--- config.mk ---
export PLATFORM = sky130hd
export DESIGN_NAME = pid_controller_step
export DESIGN_NICKNAME = d
export VERILOG_FILES = /design/src/sv/pidc_pkg.sv /design/src/sv/pid_controller_step.sv /design/src/sv/pidc_cfg.sv /design/src/sv/pidc_div.sv /design/src/sv/pidc_dpath.sv /design/src/sv/pidc_ctrl.sv
export SDC_FILE = /design/constraint.sdc
export NUM_CORES = 2
export LEC_CHECK = 0
export BUFFER_PORTS_ARGS = -buffer_cell sky130_fd_sc_hd__buf_4
export CAP_MARGIN = 40
export CORE_MARGIN = 2
export CORE_UTILIZATION = 60
export DETAILED_ROUTE_END_ITERATION = 16
export PLACE_DENSITY_LB_ADDON = 0.1
export SYNTH_ARGS = -nofsm -noshare
export SYNTH_HDL_FRONTEND = slang
export SYNTH_SLANG_ARGS = --single-unit
--- constraint.sdc ---
create_clock -name clk -period 12.2 [get_ports clk]
set_clock_uncertainty 0.05 [all_clocks]
set_input_delay 1.22 -clock clk [delete_from_list [all_inputs] [get_ports clk]]
set_output_delay 1.22 -clock clk [all_outputs]
set_load 0.03 [all_outputs]
--- src/sv/pidc_pkg.sv ---
// PID controller package: shared constants, register map, config and
// controller/datapath command and status types. No dependencies.
package pidc_pkg;

    localparam int DEF_SAMPLE_BITS = 16;
    localparam int DEF_FRAC_BITS   = 8;

    localparam int GAIN_W  = 16;
    localparam int TIME_W  = 32;
    localparam int DRIVE_W = 32;
    localparam int INTEG_W = 32;
    localparam int LIMIT_W = 31;
    localparam int DATA_W  = 32;
    localparam int PADDR_W = 5;
    localparam int IDX_W   = PADDR_W - 2;

    localparam logic [DRIVE_W-1:0] FLOOR_RST   = 32'hFFFF_8000;
    localparam logic [DRIVE_W-1:0] CEILING_RST = 32'h0000_7FFF;
    localparam logic [LIMIT_W-1:0] LIMIT_RST   = 31'h7FFF_FFFF;

    typedef enum logic [IDX_W-1:0] {
        REG_PROP_GAIN      = 3'd0,
        REG_INTEG_GAIN     = 3'd1,
        REG_DERIV_GAIN     = 3'd2,
        REG_OUTPUT_FLOOR   = 3'd3,
        REG_OUTPUT_CEILING = 3'd4,
        REG_INTEG_LIMIT    = 3'd5
    } reg_idx_t;

    typedef struct packed {
        logic [GAIN_W-1:0]  prop_gain;
        logic [GAIN_W-1:0]  integ_gain;
        logic [GAIN_W-1:0]  deriv_gain;
        logic [DRIVE_W-1:0] output_floor;
        logic [DRIVE_W-1:0] output_ceiling;
        logic [LIMIT_W-1:0] integ_limit;
    } cfg_t;

    typedef enum logic [3:0] {
        OP_NONE,
        OP_LOAD,
        OP_MUL_EDT,
        OP_INTEG,
        OP_DIV_START,
        OP_MUL_P,
        OP_ADD_P,
        OP_MUL_D,
        OP_ADD_D,
        OP_MUL_I,
        OP_ADD_I,
        OP_OUT
    } dp_op_t;

    typedef struct packed {
        dp_op_t op;
    } dp_cmd_t;

    typedef struct packed {
        logic use_dt;
        logic div_done;
    } dp_sts_t;

    function automatic int max_int(input int a, input int b);
        return (a > b) ? a : b;
    endfunction

endpackage

--- src/sv/pid_controller_step.sv ---
// Input transfers are accepted only in the idle state, so the block finishes one
// sample before it takes the next. The divider retires one quotient bit per
// cycle and is skipped on the first sample or when dt is zero.
// A new sample is taken while the previous result still waits on the output.
// Reset: asynchronous active-low; clears history and integral, loads register defaults.
module pid_controller_step #(
    parameter int SAMPLE_BITS = pidc_pkg::DEF_SAMPLE_BITS,
    parameter int FRAC_BITS   = pidc_pkg::DEF_FRAC_BITS
) (
    input  logic                                clk,
    input  logic                                rst_n,
    input  logic                                psel,
    input  logic                                penable,
    input  logic                                pwrite,
    input  logic [pidc_pkg::PADDR_W-1:0]        paddr,
    input  logic [pidc_pkg::DATA_W-1:0]         pwdata,
    output logic [pidc_pkg::DATA_W-1:0]         prdata,
    output logic                                pready,
    input  logic                                in_valid,
    output logic                                in_stall,
    input  logic signed [SAMPLE_BITS-1:0]       measured,
    input  logic signed [SAMPLE_BITS-1:0]       setpoint,
    input  logic [pidc_pkg::TIME_W-1:0]         time_ms,
    output logic                                out_valid,
    input  logic                                out_stall,
    output logic signed [pidc_pkg::DRIVE_W-1:0] drive
);
    import pidc_pkg::*;

    cfg_t    cfg;
    dp_cmd_t cmd;
    dp_sts_t sts;

    pidc_cfg u_cfg (
        .clk     (clk),
        .rst_n   (rst_n),
        .psel    (psel),
        .penable (penable),
        .pwrite  (pwrite),
        .paddr   (paddr),
        .pwdata  (pwdata),
        .prdata  (prdata),
        .pready  (pready),
        .cfg     (cfg)
    );

    pidc_ctrl u_ctrl (
        .clk       (clk),
        .rst_n     (rst_n),
        .in_valid  (in_valid),
        .in_stall  (in_stall),
        .out_valid (out_valid),
        .out_stall (out_stall),
        .cmd       (cmd),
        .sts       (sts)
    );

    pidc_dpath #(
        .SAMPLE_BITS (SAMPLE_BITS),
        .FRAC_BITS   (FRAC_BITS)
    ) u_dpath (
        .clk      (clk),
        .rst_n    (rst_n),
        .cmd      (cmd),
        .sts      (sts),
        .cfg      (cfg),
        .measured (measured),
        .setpoint (setpoint),
        .time_ms  (time_ms),
        .drive    (drive)
    );

endmodule

--- src/sv/pidc_cfg.sv ---
// PID controller configuration registers behind an APB-style port.
// Depends on pidc_pkg.
module pidc_cfg (
    input  logic                         clk,
    input  logic                         rst_n,
    input  logic                         psel,
    input  logic                         penable,
    input  logic                         pwrite,
    input  logic [pidc_pkg::PADDR_W-1:0] paddr,
    input  logic [pidc_pkg::DATA_W-1:0]  pwdata,
    output logic [pidc_pkg::DATA_W-1:0]  prdata,
    output logic                         pready,
    output pidc_pkg::cfg_t               cfg
);
    import pidc_pkg::*;

    cfg_t     cfg_reg;
    cfg_t     cfg_next;
    reg_idx_t idx;
    logic     wr_en;

    assign idx    = reg_idx_t'(paddr[PADDR_W-1:2]);
    assign wr_en  = psel && penable && pwrite;
    assign pready = 1'b1;
    assign cfg    = cfg_reg;

    always_comb
    begin
        cfg_next = cfg_reg;
        if (wr_en)
        begin
            unique case (idx)
                REG_PROP_GAIN:      cfg_next.prop_gain      = pwdata[GAIN_W-1:0];
                REG_INTEG_GAIN:     cfg_next.integ_gain     = pwdata[GAIN_W-1:0];
                REG_DERIV_GAIN:     cfg_next.deriv_gain     = pwdata[GAIN_W-1:0];
                REG_OUTPUT_FLOOR:   cfg_next.output_floor   = pwdata[DRIVE_W-1:0];
                REG_OUTPUT_CEILING: cfg_next.output_ceiling = pwdata[DRIVE_W-1:0];
                REG_INTEG_LIMIT:    cfg_next.integ_limit    = pwdata[LIMIT_W-1:0];
                default:            cfg_next = cfg_reg;
            endcase
        end
    end

    always_comb
    begin
        unique case (idx)
            REG_PROP_GAIN:      prdata = DATA_W'($signed(cfg_reg.prop_gain));
            REG_INTEG_GAIN:     prdata = DATA_W'($signed(cfg_reg.integ_gain));
            REG_DERIV_GAIN:     prdata = DATA_W'($signed(cfg_reg.deriv_gain));
            REG_OUTPUT_FLOOR:   prdata = cfg_reg.output_floor;
            REG_OUTPUT_CEILING: prdata = cfg_reg.output_ceiling;
            REG_INTEG_LIMIT:    prdata = DATA_W'(cfg_reg.integ_limit);
            default:            prdata = '0;
        endcase
    end

    always_ff @(posedge clk or negedge rst_n)
    begin
        if (!rst_n)
        begin
            cfg_reg.prop_gain      <= '0;
            cfg_reg.integ_gain     <= '0;
            cfg_reg.deriv_gain     <= '0;
            cfg_reg.output_floor   <= FLOOR_RST;
            cfg_reg.output_ceiling <= CEILING_RST;
            cfg_reg.integ_limit    <= LIMIT_RST;
        end
        else
        begin
            cfg_reg <= cfg_next;
        end
    end

endmodule

--- src/sv/pidc_div.sv ---
// PID controller derivative divider: signed numerator by unsigned time
// step, one quotient bit per cycle, truncated toward zero. Depends on pidc_pkg.
module pidc_div #(
    parameter int NUM_W = pidc_pkg::DEF_SAMPLE_BITS + pidc_pkg::DEF_FRAC_BITS + 2
) (
    input  logic                        clk,
    input  logic                        rst_n,
    input  logic                        start,
    input  logic signed [NUM_W-1:0]     num,
    input  logic [pidc_pkg::TIME_W-1:0] den,
    output logic                        done,
    output logic signed [NUM_W-1:0]     quo
);
    import pidc_pkg::*;

    localparam int CNT_W = $clog2(NUM_W + 1);

    logic              busy_reg;
    logic              done_reg;
    logic [CNT_W-1:0]  cnt_reg;
    logic              neg_reg;
    logic [NUM_W-1:0]  mag_reg;
    logic [TIME_W-1:0] rem_reg;
    logic [TIME_W-1:0] den_reg;
    logic [TIME_W:0]   rem_sh;
    logic [TIME_W:0]   rem_diff;
    logic              ge;

    assign rem_sh   = {rem_reg, mag_reg[NUM_W-1]};
    assign rem_diff = rem_sh - {1'b0, den_reg};
    assign ge       = rem_sh >= {1'b0, den_reg};
    assign done     = done_reg;
    assign quo      = neg_reg ? (~mag_reg + 1'b1) : mag_reg;

    always_ff @(posedge clk or negedge rst_n)
    begin
        if (!rst_n)
        begin
            busy_reg <= 1'b0;
            done_reg <= 1'b0;
            cnt_reg  <= '0;
        end
        else if (start)
        begin
            busy_reg <= 1'b1;
            done_reg <= 1'b0;
            cnt_reg  <= CNT_W'(NUM_W);
        end
        else
        begin
            done_reg <= busy_reg && (cnt_reg == CNT_W'(1));
            if (busy_reg)
            begin
                cnt_reg <= cnt_reg - 1'b1;
                if (cnt_reg == CNT_W'(1))
                begin
                    busy_reg <= 1'b0;
                end
            end
        end
    end

    always_ff @(posedge clk)
    begin
        if (start)
        begin
            neg_reg <= num[NUM_W-1];
            mag_reg <= num[NUM_W-1] ? (~num + 1'b1) : num;
            rem_reg <= '0;
            den_reg <= den;
        end
        else if (busy_reg)
        begin
            rem_reg <= ge ? rem_diff[TIME_W-1:0] : rem_sh[TIME_W-1:0];
            mag_reg <= {mag_reg[NUM_W-2:0], ge};
        end
    end

    a_start_idle: assert property (@(posedge clk) disable iff (!rst_n)
        start |-> !busy_reg)
        else $error("divider started while busy");

    a_done_pulse: assert property (@(posedge clk) disable iff (!rst_n)
        done_reg |=> !done_reg)
        else $error("divider done longer than one cycle");

endmodule

--- src/sv/pidc_dpath.sv ---
// PID controller datapath: sample state, shared multiplier, integral clamp,
// output accumulator and saturation. Depends on pidc_pkg and pidc_div.
module pidc_dpath #(
    parameter int SAMPLE_BITS = pidc_pkg::DEF_SAMPLE_BITS,
    parameter int FRAC_BITS   = pidc_pkg::DEF_FRAC_BITS
) (
    input  logic                                clk,
    input  logic                                rst_n,
    input  pidc_pkg::dp_cmd_t                   cmd,
    output pidc_pkg::dp_sts_t                   sts,
    input  pidc_pkg::cfg_t                      cfg,
    input  logic signed [SAMPLE_BITS-1:0]       measured,
    input  logic signed [SAMPLE_BITS-1:0]       setpoint,
    input  logic [pidc_pkg::TIME_W-1:0]         time_ms,
    output logic signed [pidc_pkg::DRIVE_W-1:0] drive
);
    import pidc_pkg::*;

    localparam int ERR_W     = SAMPLE_BITS + 1;
    localparam int DIFF_W    = SAMPLE_BITS + 2;
    localparam int NUM_W     = DIFF_W + FRAC_BITS;
    localparam int MA_W      = max_int(TIME_W + 1, max_int(NUM_W, INTEG_W));
    localparam int MB_W      = max_int(ERR_W, GAIN_W);
    localparam int PROD_W    = MA_W + MB_W;
    localparam int INT_SUM_W = PROD_W + 1;
    localparam int ACC_W     = PROD_W + FRAC_BITS + 2;

    logic                        first_reg;
    logic signed [ERR_W-1:0]     last_err_reg;
    logic [TIME_W-1:0]           last_time_reg;
    logic signed [INTEG_W-1:0]   integ_reg;
    logic                        use_dt_reg;

    logic signed [ERR_W-1:0]     err_reg;
    logic [TIME_W-1:0]           dt_reg;
    logic signed [NUM_W-1:0]     num_reg;
    logic signed [PROD_W-1:0]    prod_reg;
    logic signed [ACC_W-1:0]     acc_reg;
    logic signed [DRIVE_W-1:0]   drive_reg;

    logic signed [ERR_W-1:0]     err_in;
    logic signed [DIFF_W-1:0]    diff_in;
    logic [TIME_W-1:0]           dt_in;
    logic signed [MA_W-1:0]      mul_a;
    logic signed [MB_W-1:0]      mul_b;
    logic signed [NUM_W-1:0]     div_quo;
    logic signed [NUM_W-1:0]     deriv;
    logic                        div_done;
    logic signed [INT_SUM_W-1:0] int_add;
    logic signed [INT_SUM_W-1:0] int_sum;
    logic signed [INT_SUM_W-1:0] lim_pos;
    logic signed [INT_SUM_W-1:0] lim_neg;
    logic signed [INT_SUM_W-1:0] int_clamped;
    logic signed [ACC_W-1:0]     shifted;
    logic signed [ACC_W-1:0]     floor_x;
    logic signed [ACC_W-1:0]     ceil_x;
    logic signed [ACC_W-1:0]     sat_val;
    logic signed [INTEG_W-1:0]   lim32;

    assign err_in  = ERR_W'(measured) - ERR_W'(setpoint);
    assign diff_in = DIFF_W'(err_in) - DIFF_W'(last_err_reg);
    assign dt_in   = time_ms - last_time_reg;

    pidc_div #(
        .NUM_W (NUM_W)
    ) u_div (
        .clk   (clk),
        .rst_n (rst_n),
        .start (cmd.op == OP_DIV_START),
        .num   (num_reg),
        .den   (dt_reg),
        .done  (div_done),
        .quo   (div_quo)
    );

    assign deriv        = use_dt_reg ? div_quo : '0;
    assign sts.use_dt   = use_dt_reg;
    assign sts.div_done = div_done;

    always_comb
    begin
        case (cmd.op)
            OP_MUL_P:
            begin
                mul_a = MA_W'(err_reg);
                mul_b = MB_W'($signed(cfg.prop_gain));
            end
            OP_MUL_D:
            begin
                mul_a = MA_W'(deriv);
                mul_b = MB_W'($signed(cfg.deriv_gain));
            end
            OP_MUL_I:
            begin
                mul_a = MA_W'(integ_reg);
                mul_b = MB_W'($signed(cfg.integ_gain));
            end
            default:
            begin
                mul_a = MA_W'(dt_reg);
                mul_b = MB_W'(err_reg);
            end
        endcase
    end

    // integral update and clamp
    always_comb
    begin
        if (use_dt_reg)
        begin
            int_add = INT_SUM_W'(prod_reg);
        end
        else
        begin
            int_add = '0;
        end
        int_sum = INT_SUM_W'(integ_reg) + int_add;
        lim_pos = INT_SUM_W'({1'b0, cfg.integ_limit});
        lim_neg = -lim_pos;
        if (int_sum > lim_pos)
        begin
            int_clamped = lim_pos;
        end
        else if (int_sum < lim_neg)
        begin
            int_clamped = lim_neg;
        end
        else
        begin
            int_clamped = int_sum;
        end
    end

    // output scaling and saturation, floor checked first
    always_comb
    begin
        shifted = acc_reg >>> (2 * FRAC_BITS);
        floor_x = ACC_W'($signed(cfg.output_floor));
        ceil_x  = ACC_W'($signed(cfg.output_ceiling));
        if (shifted < floor_x)
        begin
            sat_val = floor_x;
        end
        else if (shifted > ceil_x)
        begin
            sat_val = ceil_x;
        end
        else
        begin
            sat_val = shifted;
        end
    end

    always_ff @(posedge clk or negedge rst_n)
    begin
        if (!rst_n)
        begin
            first_reg     <= 1'b1;
            last_err_reg  <= '0;
            last_time_reg <= '0;
            integ_reg     <= '0;
            use_dt_reg    <= 1'b0;
        end
        else
        begin
            case (cmd.op)
                OP_LOAD:
                begin
                    use_dt_reg    <= !first_reg && (dt_in != '0);
                    first_reg     <= 1'b0;
                    last_err_reg  <= err_in;
                    last_time_reg <= time_ms;
                end
                OP_INTEG:
                begin
                    integ_reg <= int_clamped[INTEG_W-1:0];
                end
                default:
                begin
                    first_reg <= first_reg;
                end
            endcase
        end
    end

    always_ff @(posedge clk)
    begin
        case (cmd.op)
            OP_LOAD:
            begin
                err_reg <= err_in;
                dt_reg  <= dt_in;
                num_reg <= NUM_W'(diff_in) <<< FRAC_BITS;
            end
            OP_MUL_EDT, OP_MUL_P, OP_MUL_D, OP_MUL_I:
            begin
                prod_reg <= mul_a * mul_b;
            end
            OP_ADD_P:
            begin
                acc_reg <= ACC_W'(prod_reg) <<< FRAC_BITS;
            end
            OP_ADD_D:
            begin
                acc_reg <= acc_reg + ACC_W'(prod_reg);
            end
            OP_ADD_I:
            begin
                acc_reg <= acc_reg + (ACC_W'(prod_reg) <<< FRAC_BITS);
            end
            OP_OUT:
            begin
                drive_reg <= sat_val[DRIVE_W-1:0];
            end
            default:
            begin
                acc_reg <= acc_reg;
            end
        endcase
    end

    assign drive = drive_reg;
    assign lim32 = {1'b0, cfg.integ_limit};

    a_integ_bound: assert property (@(posedge clk) disable iff (!rst_n)
        (cmd.op == OP_INTEG) |=> (integ_reg <= lim32) && (integ_reg >= -lim32))
        else $error("integral outside clamp after update");

    a_drive_bound: assert property (@(posedge clk) disable iff (!rst_n)
        (cmd.op == OP_OUT)
            && ($signed(cfg.output_floor) <= $signed(cfg.output_ceiling))
        |=> (drive_reg >= $signed(cfg.output_floor))
            && (drive_reg <= $signed(cfg.output_ceiling)))
        else $error("drive outside output range");

endmodule

--- src/sv/pidc_ctrl.sv ---
// PID controller sequencer: input/output handshakes and datapath commands.
// Depends on pidc_pkg.
module pidc_ctrl (
    input  logic              clk,
    input  logic              rst_n,
    input  logic              in_valid,
    output logic              in_stall,
    output logic              out_valid,
    input  logic              out_stall,
    output pidc_pkg::dp_cmd_t cmd,
    input  pidc_pkg::dp_sts_t sts
);
    import pidc_pkg::*;

    typedef enum logic [3:0] {
        S_IDLE,
        S_MUL_EDT,
        S_INTEG,
        S_DIV_START,
        S_DIV_WAIT,
        S_MUL_P,
        S_ADD_P,
        S_MUL_D,
        S_ADD_D,
        S_MUL_I,
        S_ADD_I,
        S_OUT
    } state_t;

    state_t state_reg;
    state_t state_next;
    logic   in_stall_reg;
    logic   out_valid_reg;
    logic   out_valid_next;

    always_comb
    begin
        state_next = state_reg;
        cmd.op     = OP_NONE;
        unique case (state_reg)
            S_IDLE:
            begin
                if (in_valid && !in_stall_reg)
                begin
                    cmd.op     = OP_LOAD;
                    state_next = S_MUL_EDT;
                end
            end
            S_MUL_EDT:
            begin
                cmd.op     = OP_MUL_EDT;
                state_next = S_INTEG;
            end
            S_INTEG:
            begin
                cmd.op     = OP_INTEG;
                state_next = sts.use_dt ? S_DIV_START : S_MUL_P;
            end
            S_DIV_START:
            begin
                cmd.op     = OP_DIV_START;
                state_next = S_DIV_WAIT;
            end
            S_DIV_WAIT:
            begin
                if (sts.div_done)
                begin
                    state_next = S_MUL_P;
                end
            end
            S_MUL_P:
            begin
                cmd.op     = OP_MUL_P;
                state_next = S_ADD_P;
            end
            S_ADD_P:
            begin
                cmd.op     = OP_ADD_P;
                state_next = S_MUL_D;
            end
            S_MUL_D:
            begin
                cmd.op     = OP_MUL_D;
                state_next = S_ADD_D;
            end
            S_ADD_D:
            begin
                cmd.op     = OP_ADD_D;
                state_next = S_MUL_I;
            end
            S_MUL_I:
            begin
                cmd.op     = OP_MUL_I;
                state_next = S_ADD_I;
            end
            S_ADD_I:
            begin
                cmd.op     = OP_ADD_I;
                state_next = S_OUT;
            end
            S_OUT:
            begin
                if (!(out_valid_reg && out_stall))
                begin
                    cmd.op     = OP_OUT;
                    state_next = S_IDLE;
                end
            end
            default:
            begin
                state_next = S_IDLE;
            end
        endcase
    end

    always_comb
    begin
        out_valid_next = out_valid_reg;
        if (cmd.op == OP_OUT)
        begin
            out_valid_next = 1'b1;
        end
        else if (out_valid_reg && !out_stall)
        begin
            out_valid_next = 1'b0;
        end
    end

    always_ff @(posedge clk or negedge rst_n)
    begin
        if (!rst_n)
        begin
            state_reg     <= S_IDLE;
            in_stall_reg  <= 1'b1;
            out_valid_reg <= 1'b0;
        end
        else
        begin
            state_reg     <= state_next;
            in_stall_reg  <= (state_next != S_IDLE);
            out_valid_reg <= out_valid_next;
        end
    end

    assign in_stall  = in_stall_reg;
    assign out_valid = out_valid_reg;

    a_no_overwrite: assert property (@(posedge clk) disable iff (!rst_n)
        (cmd.op == OP_OUT) |-> !(out_valid_reg && out_stall))
        else $error("result overwritten while output stalled");

    a_div_only_with_dt: assert property (@(posedge clk) disable iff (!rst_n)
        (state_reg == S_DIV_WAIT) |-> sts.use_dt)
        else $error("divider wait without a valid time step");

    a_accept_idle: assert property (@(posedge clk) disable iff (!rst_n)
        (in_valid && !in_stall) |-> (state_reg == S_IDLE))
        else $error("transfer accepted while busy");

endmodule
==> impl_metrics.py <==
metrics = {
    "status": {
        "status": "complete, no violations",
    },
    "cells_and_area": {
        "instances_no_fill": 8397,
        "area_growth_syn_to_layout_pct": 8.96,
        "finalNetCount": 8172,
        "multiInputGateArea_um2": 42000,
        "most_common_cell_after_layout_fill_and_taps_aside": "inv_1",
        "layout-drive-gt1-share_pct": 8.56,
        "largest_register_ffs": 143,
        "seqCellArea_um2": 14800,
        "fillCellCount": 8487,
        "layout.cells.most_common_list": "inv_1, nand2_1, nor2_1",
    },
    "logic_synthesis": {
        "synth.ff_latch_count": 539,
        "netlist-cell-type-count": 96,
        "synth_warnings": 0,
        "post_synthesis_instance_area_um2": 61000,
        "synth-edff-count": 268,
        "synth.top_cells.by_area": "fa_1, edfxtp_1, ha_1",
        "synthesis.nets": 8095,
        "post_synth_inst_count": 6900,
        "ys_dominant_reg_cell": "edfxtp_1",
        "synth.largest_area_cell": "fa_1",
        "synth_top_area_share_pct": 17.9,
        "post_synth.cell_area_avg_um2": 8.84,
        "synth_seq_area_share_pct": 24.2,
        "synthArstFlopShare_pct": 44.3,
    },
    "detailed_routing": {
        "detail-route-antenna-nets": 0,
        "drt-vias-per-instance": 6.20,
        "vias": 52074,
        "drcViolationCount": 0,
        "average_wire_per_cell_in_the_routed_design_um": 24.2,
        "routed_wl_um": 203000,
        "first_iter_violations": 5041,
        "drt_first_pass_iters": 8,
    },
    "cts": {
        "cts.repair.resized": 0,
        "cts_made_buffers": 67,
        "worst_path_clk_slew_ps": 60,
        "ctsHoldBuffers": 0,
        "clock_sinks": 539,
        "ctsLongestPathBuffers": 3,
        "clock_tree.root_cell": "clkbuf_16",
        "cts-htree-levels": 3,
        "tritoncts": "yes",
        "clock_latency_ps": 640,
        "cts_setup_buffers": 0,
    },
    "floorplan": {
        "floorplan.initialDensity_pct": 60.7,
        "core_area_um2": 100000,
        "std_cell_rows": 116,
        "die_area_um2": 104000,
        "floorplan.die.width_um": 323,
        "die_h_um": 323,
        "io_pins": 175,
    },
    "global_routing": {
        "busiest_layer": "met2",
        "initial_antenna_violation_count": 12,
        "global_route_track_usage_on_met2_pct": 60.7,
        "met3_demand_to_capacity_share_in_global_routing_pct": 7.85,
        "gr-usage-all-layers_pct": 39.5,
        "first_global_vias": 51348,
        "grt_remaining_overflow": 0,
        "grt_start_max_net_pins": 105,
        "grt_pass1_wl_um": 310000,
        "grt_use_met1_pct": 51.2,
    },
    "sta": {
        "max_clock_freq_mhz": 93.1,
        "setup_viol": 0,
        "tightest_slew_ps": 1360,
        "setup_ws_ps": 1460,
        "timing.final.crit_share_pct": 88.0,
        "final_count_of_hold_timing_violations": 0,
        "slew_violations": 0,
        "final_period_demand_of_the_worst_path_ps": 10740,
        "setup_total_negative_slack_ps": 0,
        "timing.slew.headroom_pct": 9.31,
        "rsz0062_at_grt": "false",
    },
    "worst_setup_path": {
        "cp-start-kind": "flip-flop",
        "timing.reg2reg.worst_path_depth": 34,
        "timing.critical_path.arrival_ps": 11060,
        "crit-reg2reg-capture": "u_dpath.prod_reg[49]$_DFFE_PP_",
        "startpoint": "u_dpath.u_div.mag_reg[4]$_SDFFCE_PN0P_",
        "path_common_cell": "fa_1",
        "timing.critical_path.slowest_stage_cell": "fa_1",
        "path_class": "reg -> reg",
        "ff2ff_setup_slack_ps": 1460,
        "maximum_fanout_along_the_worst_path": 10,
        "timing.critical_path.to_type": "flip-flop",
        "rr_startpoint": "u_dpath.u_div.mag_reg[4]$_SDFFCE_PN0P_",
        "worst_setup_path_endpoint": "u_dpath.prod_reg[49]$_DFFE_PP_",
        "cp.required_ps": 12520,
        "stage_delay_of_the_slowest_cell_on_the_critical_path_ps": 560,
    },
    "placed_design": {
        "dp.cells": 8264,
        "globalplace.congestion": 1.02,
        "input_output_buffers": 171,
        "post-dp-hpwl_um": 161000,
        "place_worst_setup_slack_ps": 1610,
    },
    "min_path": {
        "hold_path_class": "reg -> reg",
        "min_from": "u_dpath.dt_reg[0]$_DFFE_PN_",
    },
    "flow_run": {
        "max_cap_violations": 0,
    },
}
[worst min-delay path by stage]
stage / end / cells past startpoint / slack, ps
final: u_dpath.u_div.den_reg[0]$_DFFE_PN_ / 0 / 420
after global placement: u_dpath.u_div.den_reg[0]$_DFFE_PN_ / 0 / 410
after floorplan: u_dpath.u_div.den_reg[10]$_DFFE_PN_ / 0 / 380
after CTS: u_dpath.u_div.den_reg[0]$_DFFE_PN_ / 0 / 430
after global routing: u_dpath.u_div.den_reg[1]$_DFFE_PN_ / 0 / 440
after detailed placement: u_dpath.u_div.rem_reg[1]$_SDFFE_PN0P_ / 2 / 430
[worst max-delay path, delay by kind of cell (launching register included)]
kind / cells / cell delay, ps
XOR/XNOR: 2 / 210
AND/OR/NAND/NOR: 12 / 3690
flip-flops: 1 / 460
buffers and inverters: 6 / 460
adder cells (fa/ha/maj): 7 / 3520
AO/OA/AOI/OAI: 7 / 2050
[kinds of logic (layout without fill, tap and decap cells)]
logic type      count (synthesis)  count (layout)  synth area share (%)
other cells                     1              11               0.00615
compound gates               1611            1611                  17.0
flops                         539             539                  24.2
simple gates                 1984            1984                  14.7
mux                           181             181                  3.10
xor+xnor                      329             329                  4.72
fa+ha+maj                    1087            1087                  29.0
buf+inv                      1168            1298                  7.28
[synth_stat cells, drive strengths merged (15+ instances only)]
cell,count
mux2,65
and3,44
or2,15
dfstp,65
xor2,119
or4,15
edfxtp,268
nor2,616
nand2,764
o22ai,21
xnor2,210
a22oi,22
nor3,70
a21oi,388
nor4,15
nand3,62
mux2i,116
a221o,22
o31ai,36
o211ai,65
or3,32
o211a,21
o21a,51
nand4,80
buf,33
ha,543
nand2b,61
fa,544
nor2b,63
a21o,224
o21ai,453
a211oi,38
a31oi,39
and2,105
clkbuf,243
dfrtp,174
a21boi,18
a221oi,15
o311ai,31
o21bai,30
inv,890
dfxtp,32
[metal layers]
| layer | up-vias | wire length, µm | part of all wire (%) |
|---|---|---|---|
| li1 | 23686 | - | - |
| met1 | 25358 | 80500 | 40 |
| met2 | 2407 | 89000 | 44 |
| met3 | 619 | 18200 | 8.9 |
| met4 | 4 | 15800 | 7.8 |
| met5 | - | 21 | 0.010 |
[metrics by stage]
| stage | util [%] | area, µm² | hold WS, ps |
|---|---|---|---|
| after global routing | 66.2 | 66400 | 443 |
| after global placement | 63.5 | 63800 | 411 |
| after detailed placement | 63.8 | 64100 | 429 |
| after CTS | 66.1 | 66400 | 434 |
| final | 66.2 | 66500 | 424 |
| after floorplan | - | 61000 | 376 |
[area by class of cell]
| type | count | area share [%] |
|---|---|---|
| Multi-Input combinational cell | 5193 | 63.2 |
| Tap cell | 1357 | 2.55 |
| Antenna cell | 10 | 0.0377 |
| Timing Repair Buffer | 284 | 3.40 |
| Sequential cell | 539 | 22.2 |
| Inverter | 892 | 5.04 |
| Clock inverter | 35 | 0.813 |
| Clock buffer | 87 | 2.71 |
Power is not shown: default switching activity piles up to over one toggle a cycle in this logic, so the estimate is an artifact.
